===== config.mk =====
export PLATFORM = sky130hd
export DESIGN_NAME = tsde_div_stage
export DESIGN_NICKNAME = d
export VERILOG_FILES = /design/src/tsde_pkg.sv /design/src/tsde_div_stage.sv
export SDC_FILE = /design/constraint.sdc
export NUM_CORES = 1
export LEC_CHECK = 0
export BUFFER_PORTS_ARGS = -buffer_cell sky130_fd_sc_hd__clkbuf_2
export CORE_AREA = 5 5 316 318
export CTS_BUF_LIST = sky130_fd_sc_hd__clkbuf_2
export CTS_CLUSTER_DIAMETER = 50
export DETAILED_ROUTE_END_ITERATION = 6
export DIE_AREA = 0 0 321 323
export GPL_ROUTABILITY_DRIVEN = 0
export GPL_TIMING_DRIVEN = 0
export PLACE_DENSITY_LB_ADDON = 0.2
export SETUP_SLACK_MARGIN = 0.05
export SYNTH_ARGS = -nofsm -noshare
export SYNTH_HDL_FRONTEND = slang
export SYNTH_SLANG_ARGS = --single-unit

===== constraint.sdc =====
create_clock -name clk_i -period 3.7 [get_ports clk_i]
set_input_delay 0.37 -clock clk_i [delete_from_list [all_inputs] [get_ports clk_i]]
set_output_delay 0.37 -clock clk_i [all_outputs]
set_load 0.02 [all_outputs]

===== src/tsde_pkg.sv =====
package tsde_pkg;

  localparam int FRAC_BITS  = 16;
  localparam int COORD_BITS = 32;

  localparam int DIFF_W   = COORD_BITS + 1;       // edge vector component
  localparam int PROD_W   = 2 * DIFF_W;           // product of two components
  localparam int DET_W    = PROD_W + 1;           // difference of two products
  localparam int LO_W     = (DET_W + 1) / 2;      // low half of a magnitude
  localparam int HI_W     = DET_W - LO_W;         // high half of a magnitude
  localparam int SQ_W     = 2 * DET_W;            // square of a magnitude
  localparam int N_W      = SQ_W + 2;             // sum of four squares
  localparam int NUM_W    = N_W + FRAC_BITS;      // scaled dividend
  localparam int CAP_LOG2 = 60;                   // quotient cap is 2^60
  localparam int Q_W      = CAP_LOG2 + 2;         // quotient bits developed
  localparam int DS_W     = SQ_W + Q_W - 1;       // shifted divisor
  localparam int QC_W     = CAP_LOG2 + 1;         // capped quotient
  localparam int SUM_W    = QC_W + 1;
  localparam int ENERGY_W = 48;

  localparam int FRONT_STAGES = 8;
  localparam int BACK_STAGES  = 2;
  localparam int LATENCY      = FRONT_STAGES + Q_W + BACK_STAGES;

  localparam logic [QC_W-1:0]     QUOT_CAP   = QC_W'(1) << CAP_LOG2;
  localparam logic [SUM_W-1:0]    FOUR       = SUM_W'(4) << FRAC_BITS;
  localparam logic [ENERGY_W-1:0] ENERGY_MAX = '1;

  // one divider lane: partial remainder, shifted divisor, quotient so far
  typedef struct packed {
    logic [NUM_W-1:0] rem;
    logic [DS_W-1:0]  ds;
    logic [Q_W-1:0]   q;
    logic             cap;
  } lane_t;

endpackage


===== src/tsde_div_stage.sv =====
module tsde_div_stage
  import tsde_pkg::*;
(
  input  logic  clk_i,
  input  lane_t lane_i,
  output lane_t lane_o
);

  lane_t lane_d, lane_q;
  logic  ge;

  always_comb begin
    ge         = {(DS_W-NUM_W)'(0), lane_i.rem} >= lane_i.ds;
    lane_d     = lane_i;
    lane_d.rem = ge ? lane_i.rem - lane_i.ds[NUM_W-1:0] : lane_i.rem;
    lane_d.q   = {lane_i.q[Q_W-2:0], ge};
    lane_d.ds  = lane_i.ds >> 1;
  end

  always_ff @(posedge clk_i) begin
    lane_q <= lane_d;
  end

  assign lane_o = lane_q;

endmodule


# Yosys cells after proc, flatten, opt, wreduce, memory -nomap -nowiden
# Cells that the tools add are included.
[classes]
n_addsub = 1
multipliers = 0
div_mod_pow = 0
order_cmp = 1
eq_ne = 0
shift = 0
muxes = 1
bitwise_logic = 0
n_reduce_logical = 0
[ops]
columns = ["op", "count"]
rows = [
  ["$ge A152 B195 Y1", 1],
  ["$mux W152", 1],
  ["$sub A152 B152 Y152", 1],
]
[word_totals]
ff_bits = 409
latchBits = 0
mem_bits_rw = 0
romBits = 0
input_bits = 411
out_inout_bits = 410
elab_cells = 7
n_memories = 0

# Longest topological paths before layout
[logic_depth]
word_depth = 2
ltp_mapped = 19
mapped_depth_nobuf = 15

# Least setup slack after synthesis
# No wires, ideal clock.
[synth_timing]
path_type = "input to register"
from = "input port lane_i[258] (netlist name)"
to = "register lane_q, in the netlist lane_o[404]"
setup_ns = 0.123
t_arrival_ns = 3.367
required_ns = 3.577
path_slack_ns = 0.210
path_stages = 15
n_path_buf = 0
path_cell_list = "inv_1 > ha_1 > fa_1 > nor2b_1 > o2111ai_1 > a21o_1 > a211o_1 > a211oi_1 > o21bai_1 > and3_4 > o41a_1 > o31a_1 > o21ai_2 > xor2_1 > mux2_1"
[synth_rtl]
columns = ["element", "line", "rtl"]
rows = [
  ["from (decl)", "tsde_div_stage.sv:5", "input lane_t lane_i,"],
  ["to (signal assigned)", "tsde_div_stage.sv:21", "lane_q <= lane_d;"],
  ["to (decl)", "tsde_div_stage.sv:9", "lane_t lane_d, lane_q;"],
]

==> flow_metrics.py <==
metrics = {
    "status": {
        "status": "finished, violations left",
        "violations": "negative hold slack",
    },
    "pwr": {
        "power_density_mw_per_mm2": 369,
        "static-leakage-power_nw": 15.7,
        "irDropWorstVdd_v": 0.000384,
    },
    "sta": {
        "max_slew_margin_pct": 17.5,
        "final-max-slew-violation-count": 0,
        "setup-violations-final": 0,
        "hold_slack_ps": -863,
        "max_freq_ghz": 0.270,
        "timing_worst_slew_pin_value_ps": 1230,
        "hold_viol": 231,
        "final.min_clock_period_ps": 3700,
        "final.period_utilization_pct": 100,
    },
    "final_layout": {
        "post-route-util_pct": 33.6,
        "finish.cell_count_without_fillers": 5315,
        "largest_register_ffs": 409,
        "num-nets-final": 4499,
        "layout-drive-gt1-share_pct": 27.9,
        "areaGrowthSynthToFinish_pct": 53.8,
    },
    "logic_synthesis": {
        "post_synth_main_area_contributors": "sky130_fd_sc_hd__dfxtp_1 39%, sky130_fd_sc_hd__ha_1 9.0%, sky130_fd_sc_hd__o21ai_0 6.9%",
        "async_reset_ff_share_pct": 0,
        "yosys_warnings": 0,
        "flip_flop_and_latch_count_after_synthesis": 409,
        "synth_top_area_share_pct": 38.9,
        "postSynthCellCount": 2581,
        "number_of_flops_mapped_to_enable_cells_by_yosys": 0,
        "synth_top_cell_by_area": "sky130_fd_sc_hd__dfxtp_1",
        "synth_ff_type": "sky130_fd_sc_hd__dfxtp_1",
        "synthesized_net_count": 3145,
        "post_synth.cell_area_avg_um2": 8.15,
        "synth_most_common_cell": "sky130_fd_sc_hd__dfxtp_1",
        "synthTopCellsByCount": "409 x sky130_fd_sc_hd__dfxtp_1, 329 x sky130_fd_sc_hd__nand2_1, 290 x sky130_fd_sc_hd__o21ai_0, 249 x sky130_fd_sc_hd__a21oi_1, 206 x sky130_fd_sc_hd__inv_1",
        "synth-seq-area-share_pct": 38.9,
        "syn-cell-area_mm2": 0.0210,
        "yosysUniqueCellTypes": 77,
    },
    "detailed_routing": {
        "firstDrtPassIters": 5,
        "route.antenna.remaining_nets": 0,
        "total_vias_in_the_final_route": 24222,
        "routed_wire_length_per_instance_um": 21.3,
        "routed_wirelength_um": 113000,
        "post-route-drc-count": 0,
        "drt_iter0_markers": 1542,
        "vias_per_cell": 4.56,
    },
    "global_routing": {
        "track_usage_pct": 20.7,
        "grt_pass1_wl_um": 161000,
        "globalRoute.totalOverflow": 0,
        "vias_in_the_first_global_route": 24988,
        "antenna_violations_before_repair": 16,
        "grt_start_max_net_pins": 19,
    },
    "clock_network": {
        "clock_tree.buffer_depth": 3,
        "cts_root_buffer": "sky130_fd_sc_hd__clkbuf_2",
        "cts_sinks": 409,
        "numCtsBuffers": 112,
        "htreeDepth": 3,
        "clkTransAtPathRegs_ps": 110,
        "postCtsSetupBuffers": 0,
        "tritoncts": "yes",
    },
    "job": {
        "cap_viol_max_count": 0,
    },
    "critical_path": {
        "crit_chain": "clkbuf_2, dlygate4sd3_1, ha_1, nand4_1, nor3_1, nand2_1, a211oi_1, o31ai_2, and3_1, o41ai_2, nor2_1, o21ai_0, a21boi_0, xor2_1, o21ai_0",
        "slowest_stage": "sky130_fd_sc_hd__dlygate4sd3_1",
        "critPathRequiredTime_ps": 4840,
        "crit_path_end": "lane_o[364]",
        "worst_path_dominant_cell_family": "compound AO/OA/AOI/OAI gates",
        "cp_arrival_ps": 4840,
        "worstSetupPathDepth": 15,
        "cpPeakStageDelay_ps": 570,
        "crit_type": "input port to flip-flop",
        "critical-path-top-cell-by-count": "sky130_fd_sc_hd__o21ai_0",
        "critical_path_buf_inv_count": 2,
        "timing.critical_path.fanout_max": 6,
        "critPathCaptureType": "flip-flop",
        "cp-start-kind": "input port",
        "setup.worst_path.start": "lane_i[291]",
    },
    "floorplanning": {
        "initial_core_util_pct": 21.8,
        "rows": 114,
        "core_area_mm2": 0.0963,
        "die_h_um": 323,
        "die-width_um": 321,
        "floorplan.io_pins": 821,
        "fp.dieArea_mm2": 0.104,
    },
    "place": {
        "place_hpwl_um": 93100,
        "io_buffers": 818,
        "dpl.cell_count": 4675,
    },
    "min_path": {
        "hold_path.startpoint": "lane_i[99]",
        "worstHoldPathType": "input port to flip-flop",
    },
}
[per-layer routing]
metal | GRT usage [%] | routed length [um] | vias up
met5 | 0 | 79 | -
met4 | 6.77 | 3890 | 10
met2 | 37.7 | 57200 | 830
li1 | - | - | 11829
met1 | 23.2 | 44000 | 11389
met3 | 5.93 | 8240 | 164
[placed cells by master (no fill, tap or decap), types with 14 or more instances in the layout]
master / netlist / final
sky130_fd_sc_hd__dfxtp_1: 409 / 409
sky130_fd_sc_hd__o31ai_1: 20 / 18
sky130_fd_sc_hd__xnor2_1: 90 / 90
sky130_fd_sc_hd__o21a_1: 21 / 21
sky130_fd_sc_hd__o21ai_1: 14 / 14
sky130_fd_sc_hd__a21o_1: 59 / 59
sky130_fd_sc_hd__o21bai_1: 46 / 46
sky130_fd_sc_hd__nand4_1: 89 / 89
sky130_fd_sc_hd__clkbuf_2: 0 / 979
sky130_fd_sc_hd__nor2_1: 152 / 150
sky130_fd_sc_hd__ha_1: 152 / 152
sky130_fd_sc_hd__o21ai_0: 290 / 288
sky130_fd_sc_hd__buf_2: 47 / 45
sky130_fd_sc_hd__dlygate4sd3_1: 0 / 424
sky130_fd_sc_hd__nand3_1: 24 / 24
sky130_fd_sc_hd__a21oi_1: 249 / 248
sky130_fd_sc_hd__clkinv_1: 0 / 25
sky130_fd_sc_hd__clkbuf_1: 49 / 44
sky130_fd_sc_hd__nor3_1: 41 / 37
sky130_fd_sc_hd__xor2_1: 54 / 54
sky130_fd_sc_hd__inv_1: 206 / 206
sky130_fd_sc_hd__nor4_1: 23 / 21
sky130_fd_sc_hd__nand2_1: 329 / 329
sky130_fd_sc_hd__nand2b_1: 16 / 16
[layout make-up]
type	instances	area [um^2]
clock buffer	158	791
inverter	206	773
tap	1276	1600
antenna	12	30.0
fill	10461	63900
buffer	112	604
clock inverter	48	347
multi-input combinational	1852	11700
timing repair buffer	1242	8340
sequential	409	8190
[how the worst min path moves through the flow]
| stage | to | slack (ps) | depth (start not counted) |
|---|---|---|---|
| 2_1_floorplan | lane_o[0] | 400 | 0 |
| 3_3_place_gp | lane_o[50] | 470 | 1 |
| 3_5_place_dp | lane_o[50] | 470 | 1 |
| 4_1_cts | lane_o[66] | -1120 | 1 |
| 5_1_grt | lane_o[68] | -1030 | 1 |
| 6_report | lane_o[98] | -860 | 1 |
[per-stage QoR]
step	total power, mW	TNS (ps)	instance area (um^2)	setup WS (ps)
2_1_floorplan	6.71	0	21000	210
6_report	11.9	0	32400	0.289
4_1_cts	12.1	0	31800	63.8
3_3_place_gp	7.96	-289620	26700	-2490
3_5_place_dp	7.96	-286090	26700	-2520
5_1_grt	12.7	-33.2	32300	-29.1
[logic make-up (layout without fill, tap and decap cells)]
kind of cell	after synthesis	count (layout)	synth area share [%]
buf+inv	320	1766	6.53
other cells	1	13	0.0178
mux	6	6	0.321
simple gates	744	744	16.5
compound gates	804	804	22.6
fa+ha+maj	153	153	9.14
flops	409	409	38.9
xor+xnor	144	144	6.00
[power breakdown]
part / internal (mW) / switching, mW / leakage [nW]
combinational: 1.42 / 2.18 / 11.4
sequential: 4.64 / 0.0634 / 3.45
clock: 1.49 / 2.14 / 0.834
[repair_timing]
| action | CTS | global route |
|---|---|---|
| hold buffers | 389 | 35 |
| cloned | 0 | 0 |
| setup endpoints to repair | 143 | 123 |
| pin swaps | 0 | 1 |
| endpoints found under the hold margin | 409 | 248 |
| resized for setup | 18 | 26 |
Note: power is estimated with default switching activity, not from simulation.
