===== config.mk =====
export PLATFORM = sky130hd
export DESIGN_NAME = tsde_back
export DESIGN_NICKNAME = d
export VERILOG_FILES = /design/src/tsde_pkg.sv /design/src/tsde_back.sv
export SDC_FILE = /design/constraint.sdc
export NUM_CORES = 1
export LEC_CHECK = 0
export BUFFER_PORTS_ARGS = -buffer_cell sky130_fd_sc_hd__buf_2
export CAP_MARGIN = 20
export CORE_AREA = 4 4 340 342
export CTS_CLUSTER_SIZE = 30
export DETAILED_ROUTE_END_ITERATION = 12
export DIE_AREA = 0 0 344 346
export HOLD_SLACK_MARGIN = 0.05
export SLEW_MARGIN = 25
export SYNTH_ARGS = -nofsm -noshare
export SYNTH_HDL_FRONTEND = slang
export SYNTH_SLANG_ARGS = --single-unit

===== constraint.sdc =====
create_clock -name clk_i -period 4 [get_ports clk_i]
set_clock_uncertainty 0.2 [all_clocks]
set_input_delay 0.2 -clock clk_i [delete_from_list [all_inputs] [get_ports clk_i]]
set_output_delay 0.2 -clock clk_i [all_outputs]
set_load 0.01 [all_outputs]

===== src/tsde_pkg.sv =====
package tsde_pkg;

  localparam int FRAC_BITS  = 16;
  localparam int COORD_BITS = 32;

  localparam int DIFF_W   = COORD_BITS + 1;       // edge vector component
  localparam int PROD_W   = 2 * DIFF_W;           // product of two components
  localparam int DET_W    = PROD_W + 1;           // difference of two products
  localparam int LO_W     = (DET_W + 1) / 2;      // low half of a magnitude
  localparam int HI_W     = DET_W - LO_W;         // high half of a magnitude
  localparam int SQ_W     = 2 * DET_W;            // square of a magnitude
  localparam int N_W      = SQ_W + 2;             // sum of four squares
  localparam int NUM_W    = N_W + FRAC_BITS;      // scaled dividend
  localparam int CAP_LOG2 = 60;                   // quotient cap is 2^60
  localparam int Q_W      = CAP_LOG2 + 2;         // quotient bits developed
  localparam int DS_W     = SQ_W + Q_W - 1;       // shifted divisor
  localparam int QC_W     = CAP_LOG2 + 1;         // capped quotient
  localparam int SUM_W    = QC_W + 1;
  localparam int ENERGY_W = 48;

  localparam int FRONT_STAGES = 8;
  localparam int BACK_STAGES  = 2;
  localparam int LATENCY      = FRONT_STAGES + Q_W + BACK_STAGES;

  localparam logic [QC_W-1:0]     QUOT_CAP   = QC_W'(1) << CAP_LOG2;
  localparam logic [SUM_W-1:0]    FOUR       = SUM_W'(4) << FRAC_BITS;
  localparam logic [ENERGY_W-1:0] ENERGY_MAX = '1;

  // one divider lane: partial remainder, shifted divisor, quotient so far
  typedef struct packed {
    logic [NUM_W-1:0] rem;
    logic [DS_W-1:0]  ds;
    logic [Q_W-1:0]   q;
    logic             cap;
  } lane_t;

endpackage


===== src/tsde_back.sv =====
module tsde_back
  import tsde_pkg::*;
(
  input  logic                clk_i,
  input  logic                rst_ni,
  input  logic                valid_i,
  input  logic                deg_i,
  input  lane_t               lane_r_i,
  input  lane_t               lane_t_i,
  output logic                valid_o,
  output logic [ENERGY_W-1:0] energy_o,
  output logic                deg_o,
  output logic                sat_o
);

  logic [QC_W-1:0]     qr, qt;
  logic [SUM_W-1:0]    sum_q;
  logic                vld1_q, deg1_q;
  logic                vld2_q, deg2_q, sat2_q;
  logic [ENERGY_W-1:0] energy_q;
  logic [SUM_W-1:0]    diff;

  always_comb begin
    qr = (lane_r_i.cap || lane_r_i.q > Q_W'(QUOT_CAP)) ? QUOT_CAP : lane_r_i.q[QC_W-1:0];
    qt = (lane_t_i.cap || lane_t_i.q > Q_W'(QUOT_CAP)) ? QUOT_CAP : lane_t_i.q[QC_W-1:0];
    diff = sum_q - FOUR;
  end

  always_ff @(posedge clk_i or negedge rst_ni) begin
    if (!rst_ni) begin
      vld1_q <= 1'b0;
      vld2_q <= 1'b0;
    end else begin
      vld1_q <= valid_i;
      vld2_q <= vld1_q;
    end
  end

  always_ff @(posedge clk_i) begin
    sum_q  <= SUM_W'(qr) + SUM_W'(qt);
    deg1_q <= deg_i;

    deg2_q <= deg1_q;
    priority if (deg1_q) begin
      energy_q <= ENERGY_MAX;
      sat2_q   <= 1'b0;
    end else if (sum_q < FOUR) begin
      energy_q <= '0;
      sat2_q   <= 1'b0;
    end else if (diff > SUM_W'(ENERGY_MAX)) begin
      energy_q <= ENERGY_MAX;
      sat2_q   <= 1'b1;
    end else begin
      energy_q <= diff[ENERGY_W-1:0];
      sat2_q   <= 1'b0;
    end
  end

  assign valid_o  = vld2_q;
  assign energy_o = energy_q;
  assign deg_o    = deg2_q;
  assign sat_o    = sat2_q;

endmodule


Word-level counts from Yosys, hierarchy flattened:

Cells that the tools add are included.
W data, S select, Z words.

* add/subtract/negate cells: 2
* $lt $le $gt $ge: 4
* mux-type cells: 5
* reductions and logical operators: 3

Operators by type and width (number)
* $gt A62 B61 Y1 const B: 2
* $mux W61: 2
* $mux W48: 2
* $add A61 B61 Y62: 1
* $gt A62 B48 Y1 const B: 1
* $lt A62 B19 Y1 const B: 1
* $sub A62 B19 Y62 const B: 1
* $logic_or A1 B1 Y1: 2
* $reduce_or A2 Y1: 1
* $mux W1: 1

* register bits: 115
* bits of input ports: 824
* output and inout bits: 51
* logic and storage cells: 21

Longest topological paths before layout:

Gate-level depths: netlist of run 1.

* depth after elaboration: 4
* depth in mapped cells: 19
* depth with buffers taken out: 18

Worst setup path before layout of run 1:

No wires, ideal clock.

* path kind: input to register
* start: input lane_r_i[60] (netlist name)
* end: register sum_q[60]
* library setup time: 127 ps
* arrival time: 3989 ps
* required time: 3673 ps
* setup slack: -316 ps
* stages on the path: 17
* buffers on the path: 1
* cell sequence: nor4b_1 -> nand4_1 -> nor4_1 -> nor2_1 -> nor2_1 -> clkbuf_1 -> and2_1 -> ha_1 -> nor2b_1 -> o31a_1 -> o31ai_1 -> o22ai_1 -> a41o_1 -> a311o_1 -> a21boi_1 -> nor4_1 -> or3_1

* word-level cells in the longest chain between the ends: 4

RTL lines
* start, declared: line tsde_back.sv:8 `input lane_t lane_r_i,`
* $gt A62 B61 Y1: line tsde_back.sv:24 `qr = (lane_r_i.cap || lane_r_i.q > Q_W'(QUOT_CAP)) ? QUOT_CAP : lane_r_i.q[QC_W-1:0];`
* $logic_or A1 B1 Y1: line tsde_back.sv:24
* $mux W61 (*): line tsde_back.sv:24
* $add A61 B61 Y62 (*): line tsde_back.sv:40 `sum_q <= SUM_W'(qr) + SUM_W'(qt);`
* end signal, assigned: line tsde_back.sv:40
* end, declared: line tsde_back.sv:17 `logic [SUM_W-1:0] sum_q;`

Mark *: on every way between the ends. The rest lies on a longest branch, timed or not.
A chain may end at the register's enable or synchronous reset.

Final worst setup path of run 1:

* start: input lane_r_i[25] (netlist name)
* end: register sum_q[60]

The elaborated chain is that of the path after synthesis.

==> flow_summary.toml, run 1 <==
[global_routing]
grt_pass1_vias = 9500
antenna_found_initial = 21
grt_pass1_wl_um = 67000
groute.usage.overall_pct = 7.92
grt_start_max_net_pins = 36
grt.overflow.total = 0

[synth]
synth_ff_type = "dfxtp_1"
synth_area_mm2 = 0.00819
synth_seq_cells = 115
synth-seq-area-share_pct = 28.2
synth_area_leaders = "dfxtp_1 28%, ha_1 9.5%, and2_1 9.4%"
syn_nets = 1923
ys_warn_count = 0
avgSynthCellArea_um2 = 7.90
ys_types = 66
syn_inst = 1036
netlist.area_leader.share_pct = 27.6
synth_edf_count = 0
synth_largest_area_cell = "dfxtp_1"
synth_async_sr_flop_share_pct = 1.74

[layout]
nets = 2489
layout_common_cells = "389 x buf_4, 175 x buf_2, 113 x dfxtp_1"
drive_gt1_share_pct = 47.2
finish.instance_area_mm2 = 0.0155
layout_commonest_cell = "buf_4"
fill_cells = 12900
area_growth_pct = 89.9

[timing]
relSlewSlack_pct = 68.4
period_share_pct = 102
maxSlewViolCount = 0
finalSetupViolCount = 2
max_clock_freq_mhz = 246
worst-slew-pin-transition_ps = 470
grt_setup_unrepaired = "yes"
period_needed_ps = 4060
finalHoldViolCount = 0
fin_ws_ps = -61.6

[die]
die_x_um = 344
die_area_mm2 = 0.119
io_pins = 875
core-area_mm2 = 0.112
start_util_pct = 7.29
die_h_um = 346
num_rows = 123

[clock_network]
numClockSinks = 115
insertion_delay_ps = 450
h-tree-depth = 4
cts_tree = "done"
clockBufferDepth = 2
cts_buffers = 17
clk_pin_slew_ps = 60
root_buffer = "clkbuf_16"

[critical_path]
critPathCaptureType = "flip-flop"
arrival_ps = 4190
path_cells = "buf_8 > nor4_4 > buf_6 > nand4_1 > nor4_2 > nor2_1 > nor2_2 > buf_6 > buf_8 > and2_1 > ha_2 > a21oi_2 > o21ai_1 > a22oi_2 > nand4_1 > a41o_1 > a311o_1 > a21boi_2 > nor4_2 > or3_1"
critical_path.top_delay_family = "simple AND/OR/NAND/NOR gates"
critical_path_buf_inv_count = 4
slowest_stage = "or3_1"
cp_max_fo = 8
critPathLaunchType = "primary input"
cpPeakStageDelay_ps = 360
cp.required_ps = 4120
crit_type = "in -> reg"

[placement]
dp_hpwl_um = 42200
gp_congestion = 0.876
port_buffers = 180
dpl_cell_area_mm2 = 0.0138

[pwr]
power.total_uw = 3630
p_per_area_mw_per_mm2 = 234
total_leakage_power_uw = 0.00649
ir_drop_mv = 0.335

[routing]
num_vias = 9829
drc = 0
viasPerCell = 3.15
drt_wl_total_um = 48600
detail_route.iter0.violations = 669
wl_per_cell_um = 15.6
ant_nets = 0
first_pass_iters = 6

[outcome]
outcome = "finished, violations left"
violations = "negative setup slack"

[run]
cap_viol_max_count = 0

[worst_hold_path]
hp-class = "in -> reg"
-- sequential cells by signal, indices dropped and copies added (netlist names) --
register and count:
deg1_q 1, deg_o 1, energy_o 48, sat_o 1
sum_q 62, valid_o 1, vld1_q 1
-- worst register-to-register path: stages (launching register included) --
cell and delay (ps):
dfxtp_1 330, or4_4 550, or4_4 560, nor4_1 480
and3b_1 220, a31oi_1 40, o32a_1 180, a2111o_1 430
nor2_2 140, buf_12 190, a21oi_1 100, buf_4 180
-- layout make-up --
cell class | count | area, um2 | area share (%)
sequential | 115 | 2310 | 14.9
inverter | 26 | 97.6 | 0.628
antenna | 8 | 20.0 | 0.129
timing repair buffer | 596 | 4210 | 27.1
tap | 1500 | 1880 | 12.1
multi-input combinational | 846 | 6430 | 41.4
clock inverter | 11 | 151 | 0.974
clock buffer | 21 | 450 | 2.90
-- path summary, 6_finish.rpt --
kind / depth (start not counted) / end / start / slack [ps]
setup / recovery: 20 / sum_q[60] / lane_r_i[25] / -60
hold / removal: 4 / sum_q[0] / lane_t_i[1] / 130
setup reg to reg: 11 / energy_o[38] / sum_q[32] / 290
hold reg to reg: 0 / valid_o / vld1_q / 160
max in group asynchronous: 3 / vld1_q / rst_ni / 3060
min in group asynchronous: 3 / valid_o / rst_ni / 420
-- through the flow --
step / hold slack [ps] / utilization [%] / setup slack [ps] / cells / TNS (ps)
6_report: 131 / 13.8 / -61.6 / 3123 / -86.3
3_5_place_dp: -212 / 12.3 / -937 / 3053 / -25510
3_3_place_gp: -215 / 12.2 / -2190 / 3050 / -99410
5_1_grt: 115 / 13.8 / -176 / 3115 / -1460
2_1_floorplan: -296 / - / -0.313 / 1036 / -0.313
4_1_cts: 89.8 / 13.3 / 0.480 / 3102 / 0
-- timing repair --
| item | 4_1_cts | 5_1_grt |
|---|---|---|
| endpoints found under the hold margin | 4 | 1 |
| gates cloned | 2 | 0 |
| hold buffers | 4 | 1 |
| pin swaps | 30 | 62 |
| resized for setup | 76 | 117 |
| setup endpoints to repair | 31 | 30 |
| setup buffers | 13 | 13 |
-- kinds of logic after synthesis --
| logic type | after synthesis | share of synthesized area [%] |
|---|---|---|
| AO/OA/AOI/OAI | 262 | 20.0 |
| XOR/XNOR | 79 | 8.45 |
| adder cells (fa/ha/maj) | 63 | 9.72 |
| buffers and inverters | 75 | 3.59 |
| flip-flops | 115 | 28.2 |
| multiplexers | 1 | 0.122 |
| AND/OR/NAND/NOR | 441 | 29.9 |
-- per-layer routing --
layer | vias to the layer above | track usage (%) | routed length [um]
met1 | 4520 | 12.9 | 27000
met2 | 382 | 9.36 | 16600
met5 | - | 0 | 17
met4 | 4 | 1.47 | 445
li1 | 4898 | - | -
met3 | 25 | 2.96 | 4630
-- power by group --
group	internal [uW]	switching, uW
sequential	1200	41.5
clock	1000	608
combinational	371	409
-- cell usage after synthesis, types with 3 or more instances --
cell         n
o21bai_1    10
nor2_1      84
nand4b_1     5
or2_2        6
nand2_1     54
nor4_1      37
clkbuf_1    43
dfxtp_1    113
nor2b_1      4
o41ai_1      4
nor4b_1      3
o21a_1       7
a31oi_1     13
and2_1     123
a2111oi_0    5
a21oi_1     96
or4_1        4
ha_1        62
nand4_1     22
or3_1       12
nor3_1      35
xnor2_1     52
a311oi_1     3
buf_2        4
o211ai_1     6
nor3b_1      3
o21ai_0     46
nor3_2      10
a211oi_1     8
a21boi_0     5
nand2b_1     6
o31ai_1      8
a21o_1      27
nand3_1     18
a41oi_1      5
xor2_1      27
inv_1       26
a22oi_1      3
(Power assumes the default switching activity.)
==> run 2, diff against run 1 <==
CELL_PAD_IN_SITES_DETAIL_PLACEMENT = 2   (was unset)
CELL_PAD_IN_SITES_GLOBAL_PLACEMENT = 2   (was unset)
CORE_AREA = 4 4 338 340   (was 4 4 340 342)
DIE_AREA = 0 0 342 344   (was 0 0 344 346)
PLACE_DENSITY = 0.54   (was unset)
==> flow_summary.toml, run 2 (synthesis results as in run 1) <==
[pwr]
switching_share_pct = 30.7
total_leakage_power_uw = 0.00695
ir_drop_mv = 0.312
seq_power_share_pct = 33.0
pwr-share-comb_pct = 22.9
clockPowerShare_pct = 44.1
p_per_area_mw_per_mm2 = 224
p_int_uw = 2620
switching_power_uw = 1160

[clock_network]
clk_pin_slew_ps = 60
h-tree-depth = 4
cts_buffers = 17
cts_tree = "done"
clockBufferDepth = 2
numClockSinks = 115
insertion_delay_ps = 460
root_buffer = "clkbuf_16"

[die]
io_pins = 875
die_x_um = 342
start_util_pct = 7.34
core-area_mm2 = 0.112
num_rows = 123
die_h_um = 344
die_area_mm2 = 0.118

[timing]
finalSetupViolCount = 34
fin_ws_ps = -447
relSlewSlack_pct = 57.5
max_clock_freq_mhz = 225
worst-slew-pin-transition_ps = 635
finalHoldViolCount = 0
grt_setup_unrepaired = "yes"
setup_tns_ps = -8030
period_share_pct = 111
maxSlewViolCount = 0
period_needed_ps = 4450

[placement]
port_buffers = 180
gp_congestion = 0.814
dp_slack_ps = -1770
dp_hpwl_um = 47700
placed_cells = 3076

[worst_hold_path]
hp-class = "in -> reg"

[routing]
num_vias = 10300
viasPerCell = 3.27
wl_per_cell_um = 18.1
drt_wl_total_um = 57200
detail_route.iter0.violations = 503
drc = 0
first_pass_iters = 5
ant_nets = 0

[critical_path]
critPathCaptureType = "flip-flop"
rrSetupSlack_ps = 220
cp_max_fo = 7
crit_type = "in -> reg"
arrival_ps = 4580
critPathLaunchType = "primary input"
endpoint = "sum_q[60]"
r2r-end = "energy_o[33]"
cp.required_ps = 4140
rr_worst_depth = 11
crit_start = "lane_r_i[45]"
r2r-start = "sum_q[32]"

[layout]
layout_common_cells = "399 x buf_4, 176 x buf_2, 113 x dfxtp_1"
drive_gt1_share_pct = 54.5
area_growth_pct = 106
top_register = "sum_q"
layout_commonest_cell = "buf_4"
largest_reg_flops = 62
instances_no_fill = 3166
nets = 2539
post-route-util_pct = 15.1

[global_routing]
antenna_found_initial = 18
grt_pass1_wl_um = 79800
grt.overflow.total = 0
grt_pass1_vias = 11200
grt_start_max_net_pins = 49
groute.usage.overall_pct = 9.41

[outcome]
outcome = "finished, violations left"
violations = "negative setup slack"

[run]
cap_viol_max_count = 0
==> run 2: worst min path at each step <==
stage / depth (start not counted) / to / start / slack (ps)
after detailed placement: 1 / valid_o / rst_ni / -210
final: 4 / sum_q[0] / lane_t_i[1] / 100
after floorplan: 0 / valid_o / rst_ni / -300
after global placement: 1 / valid_o / rst_ni / -210
after CTS: 4 / sum_q[0] / lane_t_i[1] / 50
after global routing: 4 / sum_q[0] / lane_t_i[1] / 90
==> run 2: timing repair <==
item / 4_1_cts / 5_1_grt
endpoints found under the hold margin: 5 / 0
gates resized for setup: 225 / 140
setup buffers: 24 / 32
cloned: 3 / 0
pin swaps: 40 / 70
hold buffers: 5 / 0
setup endpoints to repair: 55 / 53
==> run 2: power groups by stage <==
stage,clock network (uW),logic (uW),registers [uW]
floorplan,0,279,1260
global placement,0,747,1270
detailed placement,0,754,1270
CTS,1750,828,1250
global route,1780,931,1250
finish,1660,866,1250
==> run 2: final cells by class <==
type / instances / area, um2
Tap cell: 1500 / 1880
Inverter: 26 / 100
Multi-Input combinational cell: 846 / 7200
Clock inverter: 9 / 131
Fill cell: 13000 / 94700
Clock buffer: 21 / 460
Timing Repair Buffer: 646 / 4790
Sequential cell: 115 / 2310
Antenna cell: 3 / 7.51
==> run 2: routing by layer <==
layer  vias to the layer above  part of all wire, %  track usage, %  wire length [um]
li1                       4967                    -               -                 -
met1                      5073                   53            14.3             30100
met3                        32                  6.2            2.41              3550
met4                         6                 0.94            1.78               536
met5                         -                0.080               0                46
met2                       269                   40            13.2             23000
==> run 2: critical path, stage by stage <==
cell and delay, ps:
buf_2 130, nor4_4 470, nand4_1 310, nor4_4 460, nor2_2 100, nor2_4 130, buf_12 180, buf_8 140
and2_4 150, ha_4 200, buf_6 120, nand4_1 190, inv_1 100, a22oi_2 280, nand4_1 150, a41o_4 290
a311o_1 300, a21boi_2 200, nor4_1 60, or3_1 380
==> run 2: metrics by stage <==
stage | power [uW] | instance area [um2] | hold WS, ps
after detailed placement | 2030 | 14000 | -212
after CTS | 3820 | 16000 | 52.9
final | 3780 | 16900 | 99.7
after global routing | 3960 | 16900 | 91.3
after floorplan | 1540 | 8230 | -296
after global placement | 2020 | 14000 | -215
